`src/rpsi_pkg.sv`:
```
// types, code constants and power-of-ten tables for the register pair decoder
`default_nettype none
package rpsi_pkg;

  localparam logic [3:0] TYPE_U16      = 4'd0;
  localparam logic [3:0] TYPE_BITFIELD = 4'd1;
  localparam logic [3:0] TYPE_S16      = 4'd2;
  localparam logic [3:0] TYPE_U32_HI   = 4'd3;
  localparam logic [3:0] TYPE_U32_LO   = 4'd4;
  localparam logic [3:0] TYPE_S32_HI   = 4'd5;
  localparam logic [3:0] TYPE_S32_LO   = 4'd6;
  localparam logic [3:0] TYPE_F32_HI   = 4'd7;
  localparam logic [3:0] TYPE_F32_LO   = 4'd8;

  localparam int SCALE_LIMIT = 9;
  localparam int DIV_STEPS   = 3;
  localparam int DIV_STAGES  = 9;
  localparam int QUO_BITS    = DIV_STEPS * DIV_STAGES;
  localparam int STG_DEC     = 0;
  localparam int STG_MUL     = 1;
  localparam int STG_RND     = STG_MUL + DIV_STAGES + 1;
  localparam int STG_HALF    = STG_RND + 1;
  localparam int STG_SHIFT   = STG_HALF + 1;
  localparam int STG_OUT     = STG_SHIFT + 1;
  localparam int NUM_STG     = STG_OUT + 1;

  typedef enum logic [1:0] {
    KIND_INT,
    KIND_ZERO,
    KIND_SAT,
    KIND_FLT
  } kind_t;

  // 5^n shifted so that its top bit is bit 20
  localparam logic [20:0] DN_TAB [0:SCALE_LIMIT] = '{
    21'd1048576, 21'd1310720, 21'd1638400, 21'd2048000, 21'd1280000,
    21'd1600000, 21'd2000000, 21'd1250000, 21'd1562500, 21'd1953125
  };

  // exponent offsets of the 45-bit working significand
  localparam logic signed [9:0] MUL_XEXP [0:SCALE_LIMIT] = '{
    -10'sd43, -10'sd40, -10'sd37, -10'sd34, -10'sd30,
    -10'sd27, -10'sd24, -10'sd20, -10'sd17, -10'sd14
  };

  localparam logic signed [9:0] DIV_XEXP [0:SCALE_LIMIT] = '{
    -10'sd44, -10'sd47, -10'sd50, -10'sd53, -10'sd57,
    -10'sd60, -10'sd63, -10'sd67, -10'sd70, -10'sd73
  };

  typedef struct packed {
    kind_t                 kind;
    logic                  sign;
    logic [31:0]           ival;
    logic                  is_div;
    logic [3:0]            n;
    logic signed [9:0]     xexp;
    logic [23:0]           mant;
    logic [20:0]           dn;
    logic [20:0]           rem;
    logic [QUO_BITS-1:0]   qsh;
    logic [44:0]           prod;
    logic                  left;
    logic [2:0]            lsh;
    logic [4:0]            rsh;
    logic [24:0]           rval;
  } stage_t;

endpackage
`default_nettype wire

```
`src/register_pair_to_scaled_int.sv`:
```
// register pair decoder: integer and float32 words to a scaled int32
//
// channel  dir  ports
// in       in   in_valid, in_stall, in_decode_type, in_scale_pow10,
//               in_word_first, in_word_second
// out      out  out_valid, out_stall, out_scaled_value
//
// one transfer per cycle sustained while out_stall is low; the 27-bit
// restoring divider computes 3 quotient bits in each of 9 stages
// rst_n is synchronous and clears the valid bits of all stages
// a stage moves on when the stage after it is empty or moving, so bubbles
// close up under out_stall and in_stall rises only when every stage is full
`default_nettype none
module register_pair_to_scaled_int (
  input  wire logic               clk,
  input  wire logic               rst_n,
  input  wire logic               in_valid,
  output      logic               in_stall,
  input  wire logic [3:0]         in_decode_type,
  input  wire logic signed [4:0]  in_scale_pow10,
  input  wire logic [15:0]        in_word_first,
  input  wire logic [15:0]        in_word_second,
  output      logic               out_valid,
  input  wire logic               out_stall,
  output      logic signed [31:0] out_scaled_value
);

  localparam int NS = rpsi_pkg::NUM_STG;

  rpsi_pkg::stage_t st_r   [NS];
  rpsi_pkg::stage_t st_nxt [NS];
  logic [NS-1:0]    v_r;
  logic [NS-1:0]    free;

  // stage free when empty or its item moves on
  always_comb begin
    free[NS-1] = !v_r[NS-1] || !out_stall;
    for (int i = NS - 2; i >= 0; i--) begin
      free[i] = !v_r[i] || free[i+1];
    end
  end

  assign in_stall         = !free[0];
  assign out_valid        = v_r[NS-1];
  assign out_scaled_value = st_r[NS-1].ival;

  // decode
  always_comb begin
    rpsi_pkg::stage_t d;
    logic [31:0]       bits;
    logic signed [4:0] sc;
    logic [4:0]        nabs;
    logic signed [9:0] e;
    d    = st_r[0];
    bits = '0;
    d.kind = rpsi_pkg::KIND_ZERO;
    d.sign = 1'b0;
    d.ival = '0;
    if (in_scale_pow10 > 5'sd9) begin
      sc = 5'sd9;
    end else if (in_scale_pow10 < -5'sd9) begin
      sc = -5'sd9;
    end else begin
      sc = in_scale_pow10;
    end
    nabs     = sc[4] ? 5'(-sc) : sc;
    d.n      = nabs[3:0];
    d.is_div = !sc[4] && (sc != 5'sd0);
    unique case (in_decode_type)
      rpsi_pkg::TYPE_U16, rpsi_pkg::TYPE_BITFIELD: begin
        d.kind = rpsi_pkg::KIND_INT;
        d.ival = {16'd0, in_word_first};
      end
      rpsi_pkg::TYPE_S16: begin
        d.kind = rpsi_pkg::KIND_INT;
        d.ival = {{16{in_word_first[15]}}, in_word_first};
      end
      rpsi_pkg::TYPE_U32_HI: begin
        d.kind = rpsi_pkg::KIND_INT;
        d.ival = in_word_first[15] ? 32'h7fff_ffff : {in_word_first, in_word_second};
      end
      rpsi_pkg::TYPE_U32_LO: begin
        d.kind = rpsi_pkg::KIND_INT;
        d.ival = in_word_second[15] ? 32'h7fff_ffff : {in_word_second, in_word_first};
      end
      rpsi_pkg::TYPE_S32_HI: begin
        d.kind = rpsi_pkg::KIND_INT;
        d.ival = {in_word_first, in_word_second};
      end
      rpsi_pkg::TYPE_S32_LO: begin
        d.kind = rpsi_pkg::KIND_INT;
        d.ival = {in_word_second, in_word_first};
      end
      rpsi_pkg::TYPE_F32_HI: bits = {in_word_first, in_word_second};
      rpsi_pkg::TYPE_F32_LO: bits = {in_word_second, in_word_first};
      default: d.kind = rpsi_pkg::KIND_ZERO;
    endcase
    e = $signed({2'b00, bits[30:23]}) - 10'sd127;
    d.mant = {1'b1, bits[22:0]};
    d.xexp = e + (d.is_div ? rpsi_pkg::DIV_XEXP[d.n] : rpsi_pkg::MUL_XEXP[d.n]);
    if (in_decode_type == rpsi_pkg::TYPE_F32_HI ||
        in_decode_type == rpsi_pkg::TYPE_F32_LO) begin
      d.sign = bits[31];
      if (bits[30:23] == 8'hff) begin
        d.kind = (bits[22:0] != 23'd0) ? rpsi_pkg::KIND_ZERO : rpsi_pkg::KIND_SAT;
      end else if (bits[30:23] == 8'h00) begin
        d.kind = rpsi_pkg::KIND_ZERO;
      end else begin
        d.kind = rpsi_pkg::KIND_FLT;
      end
    end
    st_nxt[rpsi_pkg::STG_DEC] = d;
  end

  // multiply and divider setup
  always_comb begin
    rpsi_pkg::stage_t d;
    d      = st_r[rpsi_pkg::STG_DEC];
    d.dn   = rpsi_pkg::DN_TAB[d.n];
    d.prod = 45'(d.mant) * 45'(d.dn);
    d.rem  = {1'b0, d.mant[23:4]};
    d.qsh  = {d.mant[3:0], 23'd0};
    st_nxt[rpsi_pkg::STG_MUL] = d;
  end

  // restoring divider stages
  for (genvar s = 0; s < rpsi_pkg::DIV_STAGES; s++) begin : g_div
    always_comb begin
      rpsi_pkg::stage_t d;
      logic [21:0]      r2;
      logic             ge;
      d = st_r[rpsi_pkg::STG_MUL + s];
      for (int j = 0; j < rpsi_pkg::DIV_STEPS; j++) begin
        r2 = {d.rem, d.qsh[rpsi_pkg::QUO_BITS-1]};
        ge = r2 >= {1'b0, d.dn};
        d.rem = ge ? 21'(r2 - {1'b0, d.dn}) : r2[20:0];
        d.qsh = {d.qsh[rpsi_pkg::QUO_BITS-2:0], ge};
      end
      st_nxt[rpsi_pkg::STG_MUL + 1 + s] = d;
    end
  end

  // round to single precision
  always_comb begin
    rpsi_pkg::stage_t d;
    logic [44:0]      x;
    logic             stk;
    logic [23:0]      m;
    logic             g;
    logic             st;
    logic [24:0]      r;
    logic signed [9:0] ex;
    d   = st_r[rpsi_pkg::STG_RND - 1];
    x   = d.is_div ? {d.qsh, 18'd0} : d.prod;
    stk = d.is_div && (d.rem != 21'd0);
    if (x[44]) begin
      m  = x[44:21];
      g  = x[20];
      st = (|x[19:0]) || stk;
      ex = d.xexp + 10'sd44;
    end else begin
      m  = x[43:20];
      g  = x[19];
      st = (|x[18:0]) || stk;
      ex = d.xexp + 10'sd43;
    end
    r = {1'b0, m} + {24'd0, g && (st || m[0])};
    if (r[24]) begin
      d.mant = r[24:1];
      d.xexp = ex + 10'sd1;
    end else begin
      d.mant = r[23:0];
      d.xexp = ex;
    end
    st_nxt[rpsi_pkg::STG_RND] = d;
  end

  // add one half in single precision
  always_comb begin
    rpsi_pkg::stage_t d;
    logic [4:0]       sh;
    logic [24:0]      t;
    d      = st_r[rpsi_pkg::STG_HALF - 1];
    d.left = 1'b0;
    d.lsh  = '0;
    d.rsh  = '0;
    d.rval = {1'b0, d.mant};
    sh     = 5'(10'sd22 - d.xexp);
    t      = {1'b0, d.mant} + (25'd1 << sh);
    if (d.kind == rpsi_pkg::KIND_FLT) begin
      if (d.xexp > 10'sd30) begin
        d.kind = rpsi_pkg::KIND_SAT;
      end else if (d.xexp < -10'sd2) begin
        d.kind = rpsi_pkg::KIND_ZERO;
      end
    end
    if (d.xexp > 10'sd23) begin
      d.left = 1'b1;
      d.lsh  = 3'(d.xexp - 10'sd23);
    end else if (d.xexp == 10'sd23) begin
      d.rval = {1'b0, d.mant} + {24'd0, d.mant[0]};
    end else if (t[24]) begin
      d.rval = {1'b0, t[24:1]} + {24'd0, t[0] && t[1]};
      d.rsh  = sh;
    end else begin
      d.rval = t;
      d.rsh  = sh + 5'd1;
    end
    st_nxt[rpsi_pkg::STG_HALF] = d;
  end

  // truncate toward zero
  always_comb begin
    rpsi_pkg::stage_t d;
    d = st_r[rpsi_pkg::STG_SHIFT - 1];
    if (d.kind == rpsi_pkg::KIND_FLT) begin
      d.ival = d.left ? ({8'd0, d.rval[23:0]} << d.lsh) : {7'd0, d.rval >> d.rsh};
    end
    st_nxt[rpsi_pkg::STG_SHIFT] = d;
  end

  // final select and sign
  always_comb begin
    rpsi_pkg::stage_t d;
    d = st_r[rpsi_pkg::STG_OUT - 1];
    case (d.kind)
      rpsi_pkg::KIND_INT:  d.ival = d.ival;
      rpsi_pkg::KIND_SAT:  d.ival = d.sign ? 32'h8000_0000 : 32'h7fff_ffff;
      rpsi_pkg::KIND_FLT:  d.ival = d.sign ? 32'(-d.ival) : d.ival;
      default:             d.ival = '0;
    endcase
    st_nxt[rpsi_pkg::STG_OUT] = d;
  end

  always_ff @(posedge clk) begin
    for (int i = 0; i < NS; i++) begin
      if (free[i]) begin
        st_r[i] <= st_nxt[i];
      end
    end
  end

  always_ff @(posedge clk) begin
    if (!rst_n) begin
      v_r <= '0;
    end else begin
      if (free[0]) begin
        v_r[0] <= in_valid;
      end
      for (int i = 1; i < NS; i++) begin
        if (free[i]) begin
          v_r[i] <= v_r[i-1];
        end
      end
    end
  end

endmodule
`default_nettype wire

```
`config.mk`:
```
export PLATFORM = sky130hd
export DESIGN_NAME = register_pair_to_scaled_int
export DESIGN_NICKNAME = d
export VERILOG_FILES = /design/src/rpsi_pkg.sv /design/src/register_pair_to_scaled_int.sv
export SDC_FILE = /design/constraint.sdc
export NUM_CORES = 2
export LEC_CHECK = 0
export ABC_AREA = 1
export BUFFER_PORTS_ARGS = -buffer_cell sky130_fd_sc_hd__buf_2
export CORE_MARGIN = 5
export CORE_UTILIZATION = 53
export DETAILED_ROUTE_END_ITERATION = 10
export GPL_TIMING_DRIVEN = 0
export PLACE_DENSITY = 0.72
export SLEW_MARGIN = 20
export SYNTH_ARGS = -nofsm -noshare
export SYNTH_HDL_FRONTEND = slang
export SYNTH_SLANG_ARGS = --single-unit
```
`constraint.sdc`:
```
create_clock -name clk -period 62.8 [get_ports clk]
set_clock_uncertainty 0.2 [all_clocks]
set_input_delay 12.56 -clock clk [delete_from_list [all_inputs] [get_ports clk]]
set_output_delay 12.56 -clock clk [all_outputs]
set_load 0.005 [all_outputs]
```
### Word-level counts from Yosys, hierarchy flattened

Memory sizes are Yosys's and may differ from the RTL's.
Cells that the tools add are included.

* word-level logic and storage cells: 260
* register bits: 15
* bits of input ports: 45
* bits in writable memories: 3330
* bits in read-only memories: 656
* output and inout port bits: 34
* memories: 4

* $mul: 1
* shift operators: 3
* multiplexer cells: 95
* $lt $le $gt $ge: 34
* reductions and logical operators: 51
* equality and inequality tests: 14
* bitwise operators: 2
* add/subtract/negate cells: 41

Memory list
* st_r: depth 15, bits a word 222, read ports 15, clocked after Yosys merged registers in 0, write ports 15, line register_pair_to_scaled_int.sv:30 `rpsi_pkg::stage_t st_r [NS];`
* (name not given): depth 16, bits a word 21, read ports 1, clocked after Yosys merged registers in 0, write ports 0, line register_pair_to_scaled_int.sv:119 `d.dn = rpsi_pkg::DN_TAB[d.n];`
* (name not given): depth 16, bits a word 10, read ports 1, clocked after Yosys merged registers in 0, write ports 0, line register_pair_to_scaled_int.sv:100 `d.xexp = e + (d.is_div ? rpsi_pkg::DIV_XEXP[d.n] : rpsi_pkg::MUL_XEXP[d.n]);`
* (name not given): depth 16, bits a word 10, read ports 1, clocked after Yosys merged registers in 0, write ports 0, line register_pair_to_scaled_int.sv:100

Operator list (number)
* 21-bit 2-to-1 mux: 29
* 22-bit by 21-bit greater-or-equal comparator with 1-bit output: 27
* 21-bit subtractor: 27
* 32-bit one-hot mux with 6 select lines: 1
* 32-bit 2-to-1 mux: 4
* 32-bit one-hot mux with 3 select lines: 1
* 24-bit by 1-bit adder with 25-bit output: 3
* 32-bit one-hot mux with 2 select lines: 1
* 31-bit 2-to-1 mux: 2
* 10-bit 2-to-1 mux: 6
* 30-bit 2-to-1 mux: 2
* 24-bit by 21-bit multiplier with 45-bit output: 1
* 45-bit 2-to-1 mux: 1
* 34-bit 2-to-1 mux: 1
* 1-bit 2-to-1 mux: 33
* 32-bit negation: 1
* 24-bit by 3-bit << shifter with 32-bit output: 1
* 24-bit by 25-bit adder with 25-bit output: 1
* 25-bit 2-to-1 mux: 1
* 1-bit by 5-bit << shifter with 25-bit output (first input constant): 1
* 25-bit by 5-bit >> shifter with 25-bit output: 1
* 24-bit 2-to-1 mux: 1
* 23-bit nonzero test: 1
* 21-bit nonzero test: 1
* other kinds (36): 93

### Logic depth before layout (Yosys ltp)

* word-level depth: 18
* gate-level depth with buffers: 48

### Least setup slack after synthesis

No wires, ideal clock.

* path kind: in2out
* from: input port out_stall
* to: output port in_stall
* stages: 28
* setup slack: 3585 ps
* required time: 50040 ps
* data arrival time: 46455 ps
* cells stage by stage: nand2_1 -> nor2_1 -> inv_1 -> nor2_1 -> inv_1 -> nor2_1 -> inv_1 -> nor2_1 -> inv_1 -> nor2_1 -> inv_1 -> nor2_1 -> inv_1 -> nor2_1 -> inv_1 -> nor2_1 -> inv_1 -> nor2_1 -> inv_1 -> nor2_1 -> inv_1 -> nor2_1 -> inv_1 -> nor2_1 -> inv_1 -> nor2_1 -> inv_1 -> nor2_1

* word-level cells in the longest chain between the ends: 17

Ends and longest elaborated chain
* start: declaration: line register_pair_to_scaled_int.sv:24 `input wire logic out_stall,`
* 1-bit zero test: line register_pair_to_scaled_int.sv:37 `free[NS-1] = !v_r[NS-1] || !out_stall;`
* 1-bit logical OR: line register_pair_to_scaled_int.sv:37
* 1-bit logical OR: line register_pair_to_scaled_int.sv:39 `free[i] = !v_r[i] || free[i+1];`
* via free[13]: line register_pair_to_scaled_int.sv:33 `logic [NS-1:0] free;`
* 1-bit logical OR: line register_pair_to_scaled_int.sv:39
* via free[12]: line register_pair_to_scaled_int.sv:33
* 1-bit logical OR: line register_pair_to_scaled_int.sv:39
* via free[11]: line register_pair_to_scaled_int.sv:33
* [1 not listed]
* via free[10]: line register_pair_to_scaled_int.sv:33
* [1 not listed]
* via free[9]: line register_pair_to_scaled_int.sv:33
* [1 not listed]
* via free[8]: line register_pair_to_scaled_int.sv:33
* [1 not listed]
* via free[7]: line register_pair_to_scaled_int.sv:33
* [1 not listed]
* via free[6]: line register_pair_to_scaled_int.sv:33
* [1 not listed]
* via free[5]: line register_pair_to_scaled_int.sv:33
* [1 not listed]
* via free[4]: line register_pair_to_scaled_int.sv:33
* 1-bit logical OR: line register_pair_to_scaled_int.sv:39
* via free[3]: line register_pair_to_scaled_int.sv:33
* 1-bit logical OR: line register_pair_to_scaled_int.sv:39
* via free[2]: line register_pair_to_scaled_int.sv:33
* 1-bit logical OR: line register_pair_to_scaled_int.sv:39
* via free[1]: line register_pair_to_scaled_int.sv:33
* 1-bit logical OR: line register_pair_to_scaled_int.sv:39
* 1-bit zero test: line register_pair_to_scaled_int.sv:43 `assign in_stall = !free[0];`
* end: declaration: line register_pair_to_scaled_int.sv:18 `output logic in_stall,`

The timed path passes the listed nets, and every way through them passes these cells.

### Final worst setup path

* from: input port out_stall
* to: output port in_stall

* word-level cells in the longest chain between the ends: 17

Ends and longest elaborated chain (line)
* 1-bit zero test: register_pair_to_scaled_int.sv:37
* 1-bit logical OR: register_pair_to_scaled_int.sv:37
* via free[14]: register_pair_to_scaled_int.sv:33
* 1-bit logical OR: register_pair_to_scaled_int.sv:39
* via free[13]: register_pair_to_scaled_int.sv:33
* 1-bit logical OR: register_pair_to_scaled_int.sv:39
* via free[12]: register_pair_to_scaled_int.sv:33
* 1-bit logical OR: register_pair_to_scaled_int.sv:39
* via free[11]: register_pair_to_scaled_int.sv:33
* [1 not listed]
* via free[10]: register_pair_to_scaled_int.sv:33
* [1 not listed]
* via free[9]: register_pair_to_scaled_int.sv:33
* [1 not listed]
* via free[8]: register_pair_to_scaled_int.sv:33
* [1 not listed]
* via free[7]: register_pair_to_scaled_int.sv:33
* [1 not listed]
* via free[6]: register_pair_to_scaled_int.sv:33
* [1 not listed]
* via free[5]: register_pair_to_scaled_int.sv:33
* [1 not listed]
* via free[4]: register_pair_to_scaled_int.sv:33
* 1-bit logical OR: register_pair_to_scaled_int.sv:39
* via free[3]: register_pair_to_scaled_int.sv:33
* 1-bit logical OR: register_pair_to_scaled_int.sv:39
* via free[2]: register_pair_to_scaled_int.sv:33
* 1-bit logical OR: register_pair_to_scaled_int.sv:39
* via free[1]: register_pair_to_scaled_int.sv:33
* 1-bit logical OR: register_pair_to_scaled_int.sv:39
* 1-bit zero test: register_pair_to_scaled_int.sv:43

The timed path passes the listed nets, and every way through them passes these cells.

==> impl_metrics.ini <==
[outcome]
status = completed

[detailed_routing]
vias = 86280
firstDrtPassIters = 7
ant_nets = 0
drt-initial-drc-count = 8059
drc = 0
via_per_inst = 5.584
wl_mm = 329.8
wl_per_cell_um = 21.34

[floorplan]
die_w_um = 469.3
core_area_um2 = 209800
row_count = 168
initial_utilization = 0.5330
dieArea_um2 = 220200
io_pins = 79
chipHeight_um = 469.3

[yosys]
synth-edff-count = 1680
async_reset_ff_frac = 0
syn_area_um2 = 111800
syn-num-nets = 13390
synth_top_cell_by_area = edfxtp_1
avgSynthCellArea_um2 = 9.136
yosysSeqAreaShare = 0.4539
ys.flop_type = edfxtp_1
synth_seq_cells = 1695
synthTopCellsByCount = 2,668 x nand2_1, 1,742 x inv_1, 1,680 x edfxtp_1
synth.most_common_cell = nand2_1
synth_area_leaders = edfxtp_1 45%, nand2_1 9.0%, ha_1 8.2%, fa_1 6.6%, inv_1 5.8%
yosys_warnings = 0
synth.top_cell.area_share = 0.4512
ys_types = 83
syn-instance-count = 12240

[timing]
holdWs_ns = 0.1713
fmax_ghz = 0.02846
period_minus_slack_ns = 35.14
drv_slew = 0
hold_viol_final = 0
setup_violations = 0
max_slew_margin = 0.2616
worst-slew-pin-transition_ns = 1.108
rsz0062_at_grt = no
fin_crit_sh = 0.5595

[clock_tree]
cts_resized = 0
clk_pin_slew_ns = 0.06
ctsRootBufferMaster = clkbuf_16
post_cts_buffers = 0
clock-sinks = 1695
insertion_delay_ns = 0.82
numCtsBuffers = 169
postCtsHoldBufs = 0
cts_buffer_depth = 3
cts_tree = yes
h-tree-depth = 4

[global_routing]
grt_pass1_vias = 83390
antenna_found_initial = 8
grt.overflow.total = 0
grt.total_usage = 0.2927
grt_max_degree = 104
grt_pass1_wl_mm = 499.0

[cells_and_area]
design_area_um2 = 121800
synthToLayoutAreaGrowth_pct = 8.914
final_nets = 13650
fillCellCount = 18450
layout-drive-gt1-share = 0.06258

[critical_path]
max_stage_delay_ns = 0.68
worstPathRequired_ns = 50.04
path_class = in -> out
cp-end-kind = output pin
crit_slowest_cell = nor2_1
rrSetupSlack_ns = 51.93
rr_endpoint = st_r[0][159]
critPathMaxFanout = 96
reg2reg_depth = 33
endpoint = in_stall
startpoint_type = primary input
crit_top_cell = nor2_1
startpoint = out_stall
r2r_start = v_r[14]
critPathArrivalTime_ns = 22.38

[worst_hold_path]
min_from = st_r[0][1538]
hp-class = reg -> reg

[run]
maxCapViolations = 0

[place]
dpl.hpwl_mm = 258.5
port_buffers = 76
place_area_um2 = 116200
place_congestion = 1.047
-- worst min-delay path by stage --
stage | depth (start not counted) | to | slack, ns
6_report | 0 | st_r[0][1760] | 0.17
5_1_grt | 0 | st_r[1][203] | 0.17
4_1_cts | 0 | st_r[1][203] | 0.17
3_5_place_dp | 0 | st_r[0][1148] | 0.20
3_3_place_gp | 0 | st_r[1][649] | 0.20
2_1_floorplan | 0 | st_r[0][1060] | 0.20
-- worst max-delay path: cells and delay by family --
| kind | cells | cell delay, ns |
|---|---|---|
| buffers and inverters | 18 | 4.16 |
| and+or+nand+nor | 15 | 5.49 |
-- sequential cells by signal (all words and copies together) (netlist names) --
name  cells
v_r      15
st_r   1680
-- cells by family (layout without fill, tap and decap cells) --
group | after synthesis | count (layout) | synth area share
fa+ha+maj | 1104 | 1104 | 0.1484
buf+inv | 2073 | 2473 | 0.07311
xor+xnor | 503 | 503 | 0.03940
flops | 1695 | 1695 | 0.4539
other cells | 0 | 8 | 0
simple gates | 4862 | 4862 | 0.1856
mux | 29 | 29 | 0.002596
compound gates | 1973 | 1973 | 0.09705
-- layout by cell type (no fill, tap or decap), types with 39 or more instances in the layout --
| cell type | Yosys | final |
|---|---|---|
| nand2_1 | 2668 | 2667 |
| inv_1 | 1742 | 1728 |
| edfxtp_1 | 1680 | 1680 |
| nor2_1 | 1065 | 1065 |
| a21oi_1 | 797 | 797 |
| ha_1 | 734 | 734 |
| o21ai_0 | 717 | 716 |
| nand3_1 | 482 | 482 |
| fa_1 | 370 | 370 |
| xor2_1 | 301 | 301 |
| clkbuf_1 | 168 | 208 |
| xnor2_1 | 202 | 202 |
| clkbuf_16 | 0 | 171 |
| nor3_1 | 149 | 148 |
| nand4_1 | 112 | 112 |
| nand2_2 | 102 | 103 |
| a31oi_1 | 94 | 94 |
| buf_2 | 15 | 91 |
| or2_2 | 74 | 74 |
| o211ai_1 | 57 | 57 |
| o21ai_1 | 55 | 56 |
| buf_4 | 47 | 47 |
| nand3b_1 | 42 | 42 |
| nor4_1 | 40 | 40 |
| clkinv_1 | 18 | 40 |
| o22ai_1 | 39 | 39 |
-- per-stage QoR --
stage / worst slack, ns / TNS (ns) / std cells / utilization
final: 27.66 / 0 / 15450 / 0.5805
after global routing: 26.77 / 0 / 15450 / 0.5804
after CTS: 27.19 / 0 / 15440 / 0.5804
after detailed placement: 27.34 / 0 / 15130 / 0.5537
after global placement: -12.59 / -190.71 / 15120 / 0.5515
after floorplan: 3.585 / 0 / 12240 / -
-- layout make-up --
cell class              count  area, um2  area share
multi-input cells        8471      52910      0.4345
inverters                1803       6885     0.05654
well taps                2805       3510     0.02882
repair buffers             89      738.2    0.006062
clock buffers             216       4498     0.03694
clock inverters            95       1099    0.009021
diodes                      8      20.02   0.0001644
flip-flops and latches   1695      50750      0.4167
plain buffers             270       1371     0.01126
-- metal layers --
layer,wire [um],up-vias,global-route usage
li1,-,41490,-
met1,138900,40950,0.3967
met2,153400,3213,0.4783
met3,21390,634,0.03822
met4,16090,0,0.1207
met5,0,-,0
Power is not shown: default switching activity piles up to over one toggle a cycle in this logic, so the estimate is an artifact.
